--- config.mk ---
export PLATFORM = sky130hd
export DESIGN_NAME = met_ctrl
export DESIGN_NICKNAME = d
export VERILOG_FILES = /design/src/hdl/met_pkg.sv /design/src/hdl/met_ctrl.sv
export VERILOG_INCLUDE_DIRS = /design/src /design/src/hdl
export SDC_FILE = /design/constraint.sdc
export NUM_CORES = 1
export LEC_CHECK = 0
export ABC_AREA = 0
export BUFFER_PORTS_ARGS = -buffer_cell sky130_fd_sc_hd__buf_2
export CAP_MARGIN = 0
export CORE_AREA = 2 2 39 41
export CTS_CLUSTER_DIAMETER = 120
export DETAILED_ROUTE_END_ITERATION = 12
export DIE_AREA = 0 0 41 43
export GPL_TIMING_DRIVEN = 0
export PLACE_DENSITY_LB_ADDON = 0.05
export SYNTH_ARGS = -nofsm -noshare
export SYNTH_HDL_FRONTEND = slang
export SYNTH_SLANG_ARGS = --single-unit
--- constraint.sdc ---
create_clock -name i_clk -period 3.7 [get_ports i_clk]
set_input_delay 0.74 -clock i_clk [delete_from_list [all_inputs] [get_ports i_clk]]
set_output_delay 0.74 -clock i_clk [all_outputs]
set_load 0.01 [all_outputs]
--- src/hdl/mandelbrot_escape_time_core_macros.svh ---
// Assertion macros shared by the escape-time core modules.
`ifndef MANDELBROT_ESCAPE_TIME_CORE_MACROS_SVH
`define MANDELBROT_ESCAPE_TIME_CORE_MACROS_SVH

// Same-cycle implication, disabled while reset is held.
`define MET_ASSERT_IMP(label, clk, rst_n, ante, cons, msg) \
    label: assert property (@(posedge clk) disable iff (!rst_n) (ante) |-> (cons)) \
        else $error(msg);

// Next-cycle implication, disabled while reset is held.
`define MET_ASSERT_NXT(label, clk, rst_n, ante, cons, msg) \
    label: assert property (@(posedge clk) disable iff (!rst_n) (ante) |=> (cons)) \
        else $error(msg);

`endif

--- src/hdl/met_pkg.sv ---
// Shared types and constants for the escape-time core.
package met_pkg;

    localparam int CFG_IDX_W  = 3;
    localparam int CFG_DATA_W = 32;
    localparam int SUM_W      = 41;

    localparam logic [CFG_IDX_W-1:0] REG_REAL_ORIGIN = 3'd0;
    localparam logic [CFG_IDX_W-1:0] REG_IMAG_ORIGIN = 3'd1;
    localparam logic [CFG_IDX_W-1:0] REG_REAL_STEP   = 3'd2;
    localparam logic [CFG_IDX_W-1:0] REG_IMAG_STEP   = 3'd3;
    localparam logic [CFG_IDX_W-1:0] REG_ITER_LIMIT  = 3'd4;

    localparam logic signed [31:0] RST_REAL_ORIGIN = -32'sd536870912;
    localparam logic signed [31:0] RST_IMAG_ORIGIN = 32'sd402653184;
    localparam logic [30:0]        RST_REAL_STEP   = 31'd268467;
    localparam logic [30:0]        RST_IMAG_STEP   = 31'd268467;
    localparam logic [15:0]        RST_ITER_LIMIT  = 16'd1000;

    localparam logic [SUM_W-1:0]   SUM_MAX = {SUM_W{1'b1}};

    typedef struct packed {
        logic [11:0] column;
        logic [11:0] row;
        logic        frame_start;
    } t_met_pixel;

    typedef struct packed {
        logic [15:0]      iteration_count;
        logic [7:0]       gray_level;
        logic [SUM_W-1:0] count_sum;
        logic [15:0]      count_min;
        logic [15:0]      count_max;
    } t_met_result;

    typedef struct packed {
        logic load;
        logic map;
        logic mul;
        logic update;
        logic div_start;
        logic push;
    } t_met_cmd;

    typedef struct packed {
        logic limit_hit;
        logic escape;
        logic div_done;
        logic out_free;
    } t_met_sts;

endpackage

--- src/hdl/met_ctrl.sv ---
// Controller state machine sequencing one pixel through the datapath.
`include "mandelbrot_escape_time_core_macros.svh"

module met_ctrl (
    input  logic              i_clk,
    input  logic              i_rst_n,
    input  logic              i_pix_valid,
    output logic              o_pix_stall,
    input  met_pkg::t_met_sts i_sts,
    output met_pkg::t_met_cmd o_cmd
);

    typedef enum logic [5:0] {
        S_IDLE = 6'b000001,
        S_MAP  = 6'b000010,
        S_MUL  = 6'b000100,
        S_TST  = 6'b001000,
        S_DIV  = 6'b010000,
        S_PUSH = 6'b100000
    } t_met_state;

    t_met_state r_state;
    t_met_state n_state;

    always_comb begin
        n_state = r_state;
        o_cmd   = '0;
        case (r_state)
            S_IDLE: begin
                if (i_pix_valid) begin
                    o_cmd.load = 1'b1;
                    n_state    = S_MAP;
                end
            end
            S_MAP: begin
                o_cmd.map = 1'b1;
                n_state   = S_MUL;
            end
            S_MUL: begin
                if (i_sts.limit_hit) begin
                    o_cmd.div_start = 1'b1;
                    n_state         = S_DIV;
                end else begin
                    o_cmd.mul = 1'b1;
                    n_state   = S_TST;
                end
            end
            S_TST: begin
                if (i_sts.escape) begin
                    o_cmd.div_start = 1'b1;
                    n_state         = S_DIV;
                end else begin
                    o_cmd.update = 1'b1;
                    n_state      = S_MUL;
                end
            end
            S_DIV: begin
                if (i_sts.div_done) begin
                    n_state = S_PUSH;
                end
            end
            S_PUSH: begin
                // hold until the output register can take the beat
                if (i_sts.out_free) begin
                    o_cmd.push = 1'b1;
                    n_state    = S_IDLE;
                end
            end
            default: n_state = S_IDLE;
        endcase
    end

    always_ff @(posedge i_clk) begin
        if (!i_rst_n) begin
            r_state <= S_IDLE;
        end else begin
            r_state <= n_state;
        end
    end

    assign o_pix_stall = (r_state != S_IDLE);

    `MET_ASSERT_NXT(a_accept_map, i_clk, i_rst_n, i_pix_valid && !o_pix_stall, r_state == S_MAP, "accepted beat not mapped")
    `MET_ASSERT_IMP(a_push_free, i_clk, i_rst_n, o_cmd.push, i_sts.out_free, "push over a waiting result")
    `MET_ASSERT_NXT(a_div_wait, i_clk, i_rst_n, o_cmd.div_start, r_state == S_DIV, "divide start without wait")

endmodule

# Word level (Yosys, flattened, before mapping)
# Index checks and enable logic that the tools add are counted.
[word_totals] in_bits=7 output_inout_bits=7 ff_bits=6 elab_cells=30
[classes] eq_ne=10 muxes=18 n_reduce_logical=1
[ops] operator="$pmux 6 s6" count=1
[ops] operator="$mux 6" count=3
[ops] operator="$mux 1" count=11
[ops] operator="$mux 5" count=2
[ops] operator="$eq 6x1->1 const B" count=1
[ops] operator="$eq 6x2->1 const B" count=1
[ops] operator="$eq 6x3->1 const B" count=1
[ops] operator="$eq 6x4->1 const B" count=1
[ops] operator="$eq 6x5->1 const B" count=1
[ops] operator="$eq 6x6->1 const B" count=1
[ops] operator="$ne 2x2->1 const B" count=3
[ops] operator="$ne 6x1->1 const B" count=1
[ops] operator="$reduce_and 3->1" count=1
[ops] operator="$pmux 1 s2" count=1

# Depth between registers and ports, before layout
# Gate-level depths: netlist (run 1).
[depth] ltp_word=3 depth_mapped=4 ltp_nobuf=4

# Worst setup path before layout (run 1)
# Ideal clock, no wire load.
[synth_timing] path_kind="input port to output port" from="in i_sts[2] (netlist bit)" to="out o_cmd[1] (netlist bit)" path_buffers=0 t_required_ns=2.960 path_stages=2 arrival_time_ns=0.996 slack_ns=1.964 cell_sequence="a22oi_1 -> nor2_1"
[synth_rtl] item="from (decl)" line="met_ctrl.sv:9" text="input met_pkg::t_met_sts i_sts,"
[synth_rtl] item="to (decl)" line="met_ctrl.sv:10" text="output met_pkg::t_met_cmd o_cmd"

==> flow_metrics.tcl, run 1 <==
set metrics [dict create \
    outcome "complete, no violations" \
    regToRegStartpoint "r_state[4]$_SDFFE_PN0P_" \
    layout.nets 66 \
    path_cells "nor3_2 > nand2b_2 > nor3b_2 > buf_2" \
    regMostFlops "r_state" \
    reg_top3 "r_state (6)" \
    hold_viol 0 \
    worstPathArrival_ns 1.37 \
    tritoncts "built" \
    r2r_end "r_state[0]$_SDFFE_PN1P_" \
    leakagePower_nw 0.207 \
    synthArstFlopShare 0 \
    critPathLaunchType "flip-flop" \
    max_slew_margin 0.764 \
    synth.avg_cell_area_sq_um 9.22 \
    swShare 0.368 \
    dpl-instance-area_sq_um 463 \
    hold_class "reg2reg" \
    cts_resized 0 \
    antenna_found_initial 0 \
    cpMaxStageDelayCell "dfxtp_1" \
    largest_reg_flops 6 \
    n_antenna_cell 0 \
    cp.required_ns 2.96 \
    grt_pass1_vias 326 \
    gp_congestion 0.721 \
    syn-num-nets 48 \
    yosys_warnings 0 \
    finalCritPeriodShare 0.571 \
    hold_path_depth 1 \
    setup_tns_ns 0 \
    post-place-ws_ns 1.73 \
    yosys_most_used_dff "dfxtp_1" \
    instances_no_fill 73 \
    seqPwrFrac 0.371 \
    synth_edf_count 0 \
    rsz0062_at_grt "no" \
    ys_ff_latch 6 \
    clk_pin_slew_ns 0.04 \
    critPathCaptureType "primary output" \
    portBuffers 13 \
    die_width_um 41 \
    holdCritStartpoint "r_state[5]$_SDFFE_PN0P_" \
    slowest_delay_ns 0.36 \
    final_antenna_net_count 0 \
    clockPowerShare 0.234 \
    worst_pin_slew_ns 0.350 \
    gr-total-overflow 0 \
    rr_worst_depth 4 \
    switching_power_mw 0.0910 \
    h-tree-depth 1 \
    setup_viol 0 \
    ir_drop_uv 192 \
    coreArea_sq_mm 0.00138 \
    maxCapViolCount 0 \
    fin_hold_ws_ns 0.625 \
    io_pins 14 \
    via_count 359 \
    drt-initial-drc-count 0 \
    synth_top_area_cell "dfxtp_1" \
    drt_wl_total_um 837 \
    max_freq_mhz 473 \
    comb_power_share 0.396 \
    crit_type "reg2out" \
    synth.most_common_cell "dfxtp_1" \
    start_util 0.273 \
    n_fill_cell 153 \
    finalPower_mw 0.247 \
    cts_made_buffers 3 \
    drcViolationCount 0 \
    drive_gt1_frac 0.439 \
    crit_fanout 7 \
    die-area_sq_mm 0.00176 \
    final_cell_area_sq_um 485 \
    cts_hold_buf 0 \
    grt_pass1_wl_mm 1.29 \
    synth_top_cells_by_area "dfxtp_1, nor3b_2, nor3b_1" \
    seq_area_frac_synth 0.318 \
    track_usage 0.113 \
    post_drt_wl_per_cell_um 11.5 \
    clockBufferDepth 2 \
    dpl.hpwl_um 717 \
    clock_latency_ns 0.24 \
    slew_viol_final 0 \
    dp_cells 70 \
    cts_root_buf "clkbuf_4" \
    r2r_slack_ns 2.36 \
    holdPathEnd "r_state[0]$_SDFFE_PN1P_" \
    vias_per_cell 4.92 \
    syn_area_sq_um 378 \
    cts_sinks 6 \
    synth_commonest_cells "dfxtp_1, nor2_1, o21ai_0" \
    yosys.area.top_type_share 0.318 \
    cts_setup_buffers 0 \
    setup_ws_ns 1.59 \
    row_count 14 \
    area_growth_pct 28.5 \
    power_density_mw_per_mm2 510 \
    ys_types 24 \
    syn-instance-count 41 \
    power.internal_mw 0.156 \
    skew_ns 0.00175 \
    dr.pass1.iters 1 \
    min_period_ns 2.11 \
    fin_util 0.351 \
    die_h_um 43 \
    grt_max_degree 8 \
]
## routing by layer
layer / up-vias / wire [um] / track usage
met5: - / 0 / 0
met4: 0 / 0 / 0.100
met3: 0 / 37 / 0.0157
met2: 7 / 433 / 0.169
met1: 164 / 366 / 0.129
li1: 188 / - / -
## layout make-up
cell class / instances / area [sq um] / share of cell area
Sequential cell: 6 / 120 / 0.247
Timing Repair Buffer: 13 / 65.1 / 0.134
Multi-Input combinational cell: 33 / 250 / 0.515
Clock buffer: 3 / 22.5 / 0.0464
Inverter: 2 / 7.51 / 0.0155
Tap cell: 16 / 20.0 / 0.0412
## how the worst max path moves through the flow
stage,to,slack (ns),from
2_1_floorplan,o_cmd[1],1.96,i_sts[2]
3_3_place_gp,o_cmd[3],1.73,i_sts[3]
3_5_place_dp,o_cmd[3],1.73,i_sts[3]
4_1_cts,o_cmd[3],1.57,r_state[4]$_SDFFE_PN0P_
5_1_grt,o_cmd[3],1.43,r_state[4]$_SDFFE_PN0P_
6_report,o_cmd[3],1.59,r_state[4]$_SDFFE_PN0P_
## cell families (layout without fill, tap and decap cells)
group	after synthesis	count (layout)	share of synthesized area
compound gates	11	11	0.212
buf+inv	2	18	0.0199
xor+xnor	1	1	0.0232
simple gates	21	21	0.427
flops	6	6	0.318
## power groups by stage
stage | registers, mW | logic (mW) | clock network, mW
2_1_floorplan | 0.0890 | 0.0694 | 0
3_3_place_gp | 0.0914 | 0.0974 | 0
3_5_place_dp | 0.0926 | 0.0983 | 0
4_1_cts | 0.0915 | 0.0990 | 0.0611
5_1_grt | 0.0938 | 0.108 | 0.0666
6_report | 0.0917 | 0.0978 | 0.0578
## cell usage in the layout (no fill, tap or decap), types with 2 or more instances in the layout
cell / n
nor3b_1: 3
nor3b_2: 2
nor2_1: 4
and2b_2: 2
dfxtp_1: 6
inv_1: 2
buf_2: 13
clkbuf_4: 3
o21a_1: 2
o21ai_0: 4
## critical path: cells and delay by family (launching register included)
kind,cells,cell delay [ns]
DFF,1,0.36
and+or+nand+nor,3,0.60
buffers and inverters,1,0.17
Note: power is estimated with default switching activity, not from simulation.
==> run 2: changes to the inputs <==
--- a/config.mk
+++ b/config.mk
@@ -6,7 +6,7 @@
 export SDC_FILE = /design/constraint.sdc
 export NUM_CORES = 1
 export LEC_CHECK = 0
-export ABC_AREA = 0
+export ABC_AREA = 1
 export BUFFER_PORTS_ARGS = -buffer_cell sky130_fd_sc_hd__buf_2
 export CAP_MARGIN = 0
 export CORE_AREA = 2 2 39 41
==> constraint.sdc (replaced) <==
create_clock -name i_clk -period 2 [get_ports i_clk]
set_input_delay 0.4 -clock i_clk [delete_from_list [all_inputs] [get_ports i_clk]]
set_output_delay 0.4 -clock i_clk [all_outputs]
set_load 0.01 [all_outputs]
==> run 2 against run 1 <==
  * Cell area is 7.0% higher
  * Synthesized area is 8.9% higher
  * Worst setup slack worse by 1.2 ns
  * Non-clock buffer count stayed put
  * Clock power is 99% higher
  * Count of clock-buffer cells in the layout stayed put
  * Power is 52% higher
  * Via count is 13% higher
  * Worst hold slack worse by 0.26 ns
  * Critical path depth stayed put
  * Combinational power is 17% higher
==> flow_metrics.tcl, run 2 <==
set metrics [dict create \
    hold_viol 0 \
    drive_gt1_frac 0.373 \
    instances_no_fill 91 \
    die_width_um 41 \
    fin_util 0.375 \
    setup_viol 0 \
    max_freq_mhz 606 \
    slew_viol_final 0 \
    dr.pass1.iters 4 \
    power_density_mw_per_mm2 723 \
    syn-instance-count 59 \
    outcome "complete, no violations" \
    crit_fanout 8 \
    antenna_found_initial 0 \
    final_cell_area_sq_um 519 \
    reg_top3 "r_state (6)" \
    area_growth_pct 26.1 \
    rsz0062_at_grt "no" \
    layout.nets 84 \
    clockBufferDepth 2 \
    largest_reg_flops 6 \
    ys_types 16 \
    grt_pass1_wl_mm 1.41 \
    track_usage 0.126 \
    io_pins 14 \
    cp.required_ns 1.60 \
    vias_per_cell 4.46 \
    portBuffers 13 \
    post_drt_wl_per_cell_um 9.47 \
    leakagePower_nw 0.300 \
    synthArstFlopShare 0 \
    setup_ws_ns 0.349 \
    skew_ns 0.00220 \
    critPathCaptureType "primary output" \
    worst_pin_slew_ns 0.207 \
    crit_type "reg2out" \
    mostFrequentLayoutCell "inv_1" \
    grt_pass1_vias 357 \
    cts_root_buf "clkbuf_4" \
    synth.most_common_cell "inv_1" \
    fin_hold_ws_ns 0.368 \
    row_count 14 \
    yosys_most_used_dff "dfxtp_1" \
    final_cell_mix "inv_1, buf_2, nor2_1, nand3_1, dfxtp_1" \
    synth_edf_count 0 \
    maxCapViolCount 0 \
    n_antenna_cell 0 \
    max_slew_margin 0.862 \
    start_util 0.297 \
    yosys_warnings 0 \
    clock_latency_ns 0.25 \
    cts_sinks 6 \
    dpl-instance-area_sq_um 497 \
    slowest_delay_ns 0.34 \
    critPathLaunchType "flip-flop" \
    hold_class "in2reg" \
    setup_tns_ns 0 \
    path_cells "nor2_4 > nand3_1 > o21ai_2 > buf_2" \
    h-tree-depth 1 \
    min_period_ns 1.65 \
    drt_wl_total_um 862 \
    finalCritPeriodShare 0.825 \
    post-place-ws_ns 0.593 \
    drcViolationCount 0 \
    gr-total-overflow 0 \
    die-area_sq_mm 0.00176 \
    coreArea_sq_mm 0.00138 \
    ys_ff_latch 6 \
    final_antenna_net_count 0 \
    dp_cells 88 \
    worstPathArrival_ns 1.25 \
    cts_made_buffers 3 \
    dpl.hpwl_um 692 \
    regMostFlops "r_state" \
    via_count 406 \
    synth_commonest_cells "inv_1, nand3_1, nor2_1" \
    cts_setup_buffers 0 \
    synth_top_area_cell "dfxtp_1" \
    synth.avg_cell_area_sq_um 6.98 \
    cts_hold_buf 0 \
    clk_pin_slew_ns 0.05 \
    drt-initial-drc-count 11 \
    gp_congestion 0.732 \
    grt_max_degree 9 \
    cpMaxStageDelayCell "dfxtp_1" \
    die_h_um 43 \
    tritoncts "built" \
    finalPower_mw 0.375 \
    cts_resized 0 \
    synth_top_cells_by_area "dfxtp_1, inv_1, nor2_4" \
    syn_area_sq_um 412 \
    syn-num-nets 66 \
    seq_area_frac_synth 0.292 \
    yosys.area.top_type_share 0.292 \
    ir_drop_uv 326 \
]
run 2: cell count changes after synthesis, sizes merged, moves of 2 or more:
cell   before  now
o21a        2    0
nor3b       5    1
nand4       0    5
and2        2    0
and2b       2    0
nand3       0    9
nand2       0    3
o21ai       5    2
nor2        5   14
inv         2   16
run 2: area by class of cell:
type / instances / area (sq um)
Clock buffer: 3 / 22.5
Multi-Input combinational cell: 37 / 231
Fill cell: 155 / 865
Inverter: 16 / 60.1
Timing Repair Buffer: 13 / 65.1
Sequential cell: 6 / 120
Tap cell: 16 / 20.0
run 2: cells by family (layout without fill, tap and decap cells):
group / count (synthesis) / after routing / synth area share
AO/OA/AOI/OAI: 4 / 4 / 0.0638
flip-flops: 6 / 6 / 0.292
buffers and inverters: 16 / 32 / 0.146
AND/OR/NAND/NOR: 33 / 33 / 0.498
run 2: critical path: cells and delay by family, from the launching register on:
kind,cells,cell delay [ns]
simple gates,2,0.36
flops,1,0.34
compound gates,1,0.15
buf+inv,1,0.15
run 2: final timing paths:
kind,startpoint,to,slack [ns],depth (start not counted)
max reg2reg,r_state[0]$_SDFFE_PN1P_,r_state[1]$_SDFFE_PN0P_,0.89,4
min reg2reg,r_state[0]$_SDFFE_PN1P_,r_state[1]$_SDFFE_PN0P_,0.62,4
min,i_rst_n,r_state[0]$_SDFFE_PN1P_,0.37,2
max,r_state[0]$_SDFFE_PN1P_,o_cmd[1],0.35,4
run 2: power breakdown:
group	total, mW	switching (mW)	internal (mW)
clock network	0.115	0.0473	0.0681
logic	0.114	0.0715	0.0428
registers	0.146	0.0146	0.131
total	0.375	0.133	0.242
run 2: routing by layer:
metal / global-route usage / routed length, um
met3: 0.0314 / 62
met1: 0.155 / 393
met2: 0.175 / 379
met5: 0 / 0
met4: 0.100 / 26
==> run 3: changes to the inputs <==
==> constraint.sdc (replaced) <==
create_clock -name i_clk -period 1.55 [get_ports i_clk]
set_input_delay 0.31 -clock i_clk [delete_from_list [all_inputs] [get_ports i_clk]]
set_output_delay 0.31 -clock i_clk [all_outputs]
set_load 0.01 [all_outputs]
==> run 3 against run 2 <==
  * Power grew 40%
  * First-iteration DRC count fell by 9.1%
  * Sequential power is 31% higher
  * Largest cell class unchanged
  * Clock power up 25%
  * Clock skew about the same
  * Highest routed layer unchanged
  * Critical path type unchanged
  * Critical endpoint unchanged
==> flow_metrics.tcl, run 3 (synthesized netlist as in run 2, its figures left out) <==
set metrics [dict create \
    outcome "complete, no violations" \
    clockBufferDepth 2 \
    wl_met3_um 64 \
    grt_max_degree 8 \
    n_antenna_cell 0 \
    slew_viol_final 0 \
    finalPower_mw 0.526 \
    area_growth_pct 40.1 \
    hold_path_depth 2 \
    cts_root_buf "clkbuf_4" \
    critPathCaptureType "primary output" \
    holdPathEnd "r_state[0]$_SDFFE_PN1P_" \
    final_antenna_net_count 0 \
    crit_type "reg2out" \
    layout.nets 89 \
    gp_congestion 0.732 \
    mostFrequentLayoutCell "inv_1" \
    largest_reg_flops 6 \
    die-area_sq_mm 0.00176 \
    top_layer_used "met4" \
    power_density_mw_per_mm2 911 \
    maxCapViolCount 0 \
    worstPathArrival_ns 1.20 \
    row_count 14 \
    critPathLaunchType "flip-flop" \
    crit_fanout 7 \
    start_util 0.297 \
    cts_made_buffers 3 \
    regMostFlops "r_state" \
    wl_met1_um 398 \
    drt_wl_total_um 941 \
    r2r_slack_ns 0.35 \
    clock_latency_ns 0.24 \
    final_cell_area_sq_um 577 \
    gr-total-overflow 0 \
    cp.required_ns 1.24 \
    min_period_ns 1.51 \
    dr.pass1.iters 4 \
    tritoncts "built" \
    worst_pin_slew_ns 0.219 \
    r2r_end "r_state[0]$_SDFFE_PN1P_" \
    instances_no_fill 96 \
    drive_gt1_frac 0.500 \
    track_usage 0.132 \
    rr_worst_depth 7 \
    post-place-ws_ns 0.233 \
    reg_top3 "r_state (6)" \
    max_slew_margin 0.854 \
    setup_ws_ns 0.0375 \
    finalCritPeriodShare 0.976 \
    grt_pass1_vias 367 \
    ir_drop_uv 406 \
    die_h_um 43 \
    leakagePower_nw 0.328 \
    fin_hold_ws_ns 0.286 \
    clk_pin_slew_ns 0.04 \
    rsz0062_at_grt "yes" \
    dpl.hpwl_um 692 \
    wl_met2_um 464 \
    dpl-instance-area_sq_um 497 \
    portBuffers 13 \
    vias_per_cell 4.65 \
    hold_viol 0 \
    drt-initial-drc-count 10 \
    fin_util 0.417 \
    h-tree-depth 1 \
    io_pins 14 \
    antenna_found_initial 0 \
    max_freq_mhz 661 \
    regToRegStartpoint "r_state[0]$_SDFFE_PN1P_" \
    skew_ns 0.00211 \
    final_cell_mix "inv_1, buf_2, nor2_1" \
    hold_class "in2reg" \
    grt_pass1_wl_mm 1.49 \
    drcViolationCount 0 \
    holdCritStartpoint "i_rst_n" \
    cts_sinks 6 \
    setup_viol 0 \
    dp_cells 88 \
    setup_tns_ns 0 \
    die_width_um 41 \
    post_drt_wl_per_cell_um 9.80 \
    coreArea_sq_mm 0.00138 \
    via_count 446 \
]
## run 3: changes by cell type in the layout (fill, tap and decap cells not counted)
cell / before / now
nand3_1: 7 / 5
buf_6: 0 / 1
dfxtp_1: 6 / 1
buf_4: 0 / 4
dfxtp_2: 0 / 5
nand3_2: 2 / 4
## run 3: power breakdown
group          switching (mW)  internal (mW)
logic                   0.103         0.0869
clock network          0.0563         0.0876
registers              0.0191          0.172
total                   0.179          0.347
## run 3: worst max-delay path by stage
stage                                       start  cells past startpoint  slack [ns]       end
after floorplan           r_state[5]$_SDFFE_PN0P_                      3        0.40  o_cmd[5]
after global placement    r_state[0]$_SDFFE_PN1P_                      4        0.24  o_cmd[1]
after detailed placement  r_state[0]$_SDFFE_PN1P_                      4        0.23  o_cmd[1]
after CTS                 r_state[3]$_SDFFE_PN0P_                      5        0.01  o_cmd[1]
after global routing      r_state[5]$_SDFFE_PN0P_                      4       -0.06  o_cmd[1]
final                     r_state[5]$_SDFFE_PN0P_                      4        0.04  o_cmd[1]
## run 3: metal layers
metal,global-route usage,vias up
met5,0,-
met4,0.100,0
met3,0.0314,2
met2,0.188,15
met1,0.161,199
li1,-,230
## run 3: layout make-up
class | count | area (sq um)
tap | 16 | 20.0
clock buffer | 3 | 22.5
inverter | 16 | 60.1
multi-input combinational | 37 | 241
timing repair buffer | 18 | 106
sequential | 6 | 126
fill | 147 | 807
## run 3: worst max-delay path: stages (launching register included)
cell	delay [ns]
dfxtp_2	0.33
nor2_4	0.21
nand3_2	0.11
o21ai_2	0.16
buf_2	0.14
## run 3: timing repair
action	4_1_cts	5_1_grt
hold buffers	0	0
buffers inserted	2	3
pin swaps	2	6
endpoints found under the setup margin	1	6
gates cloned	0	0
gates resized for setup	1	7
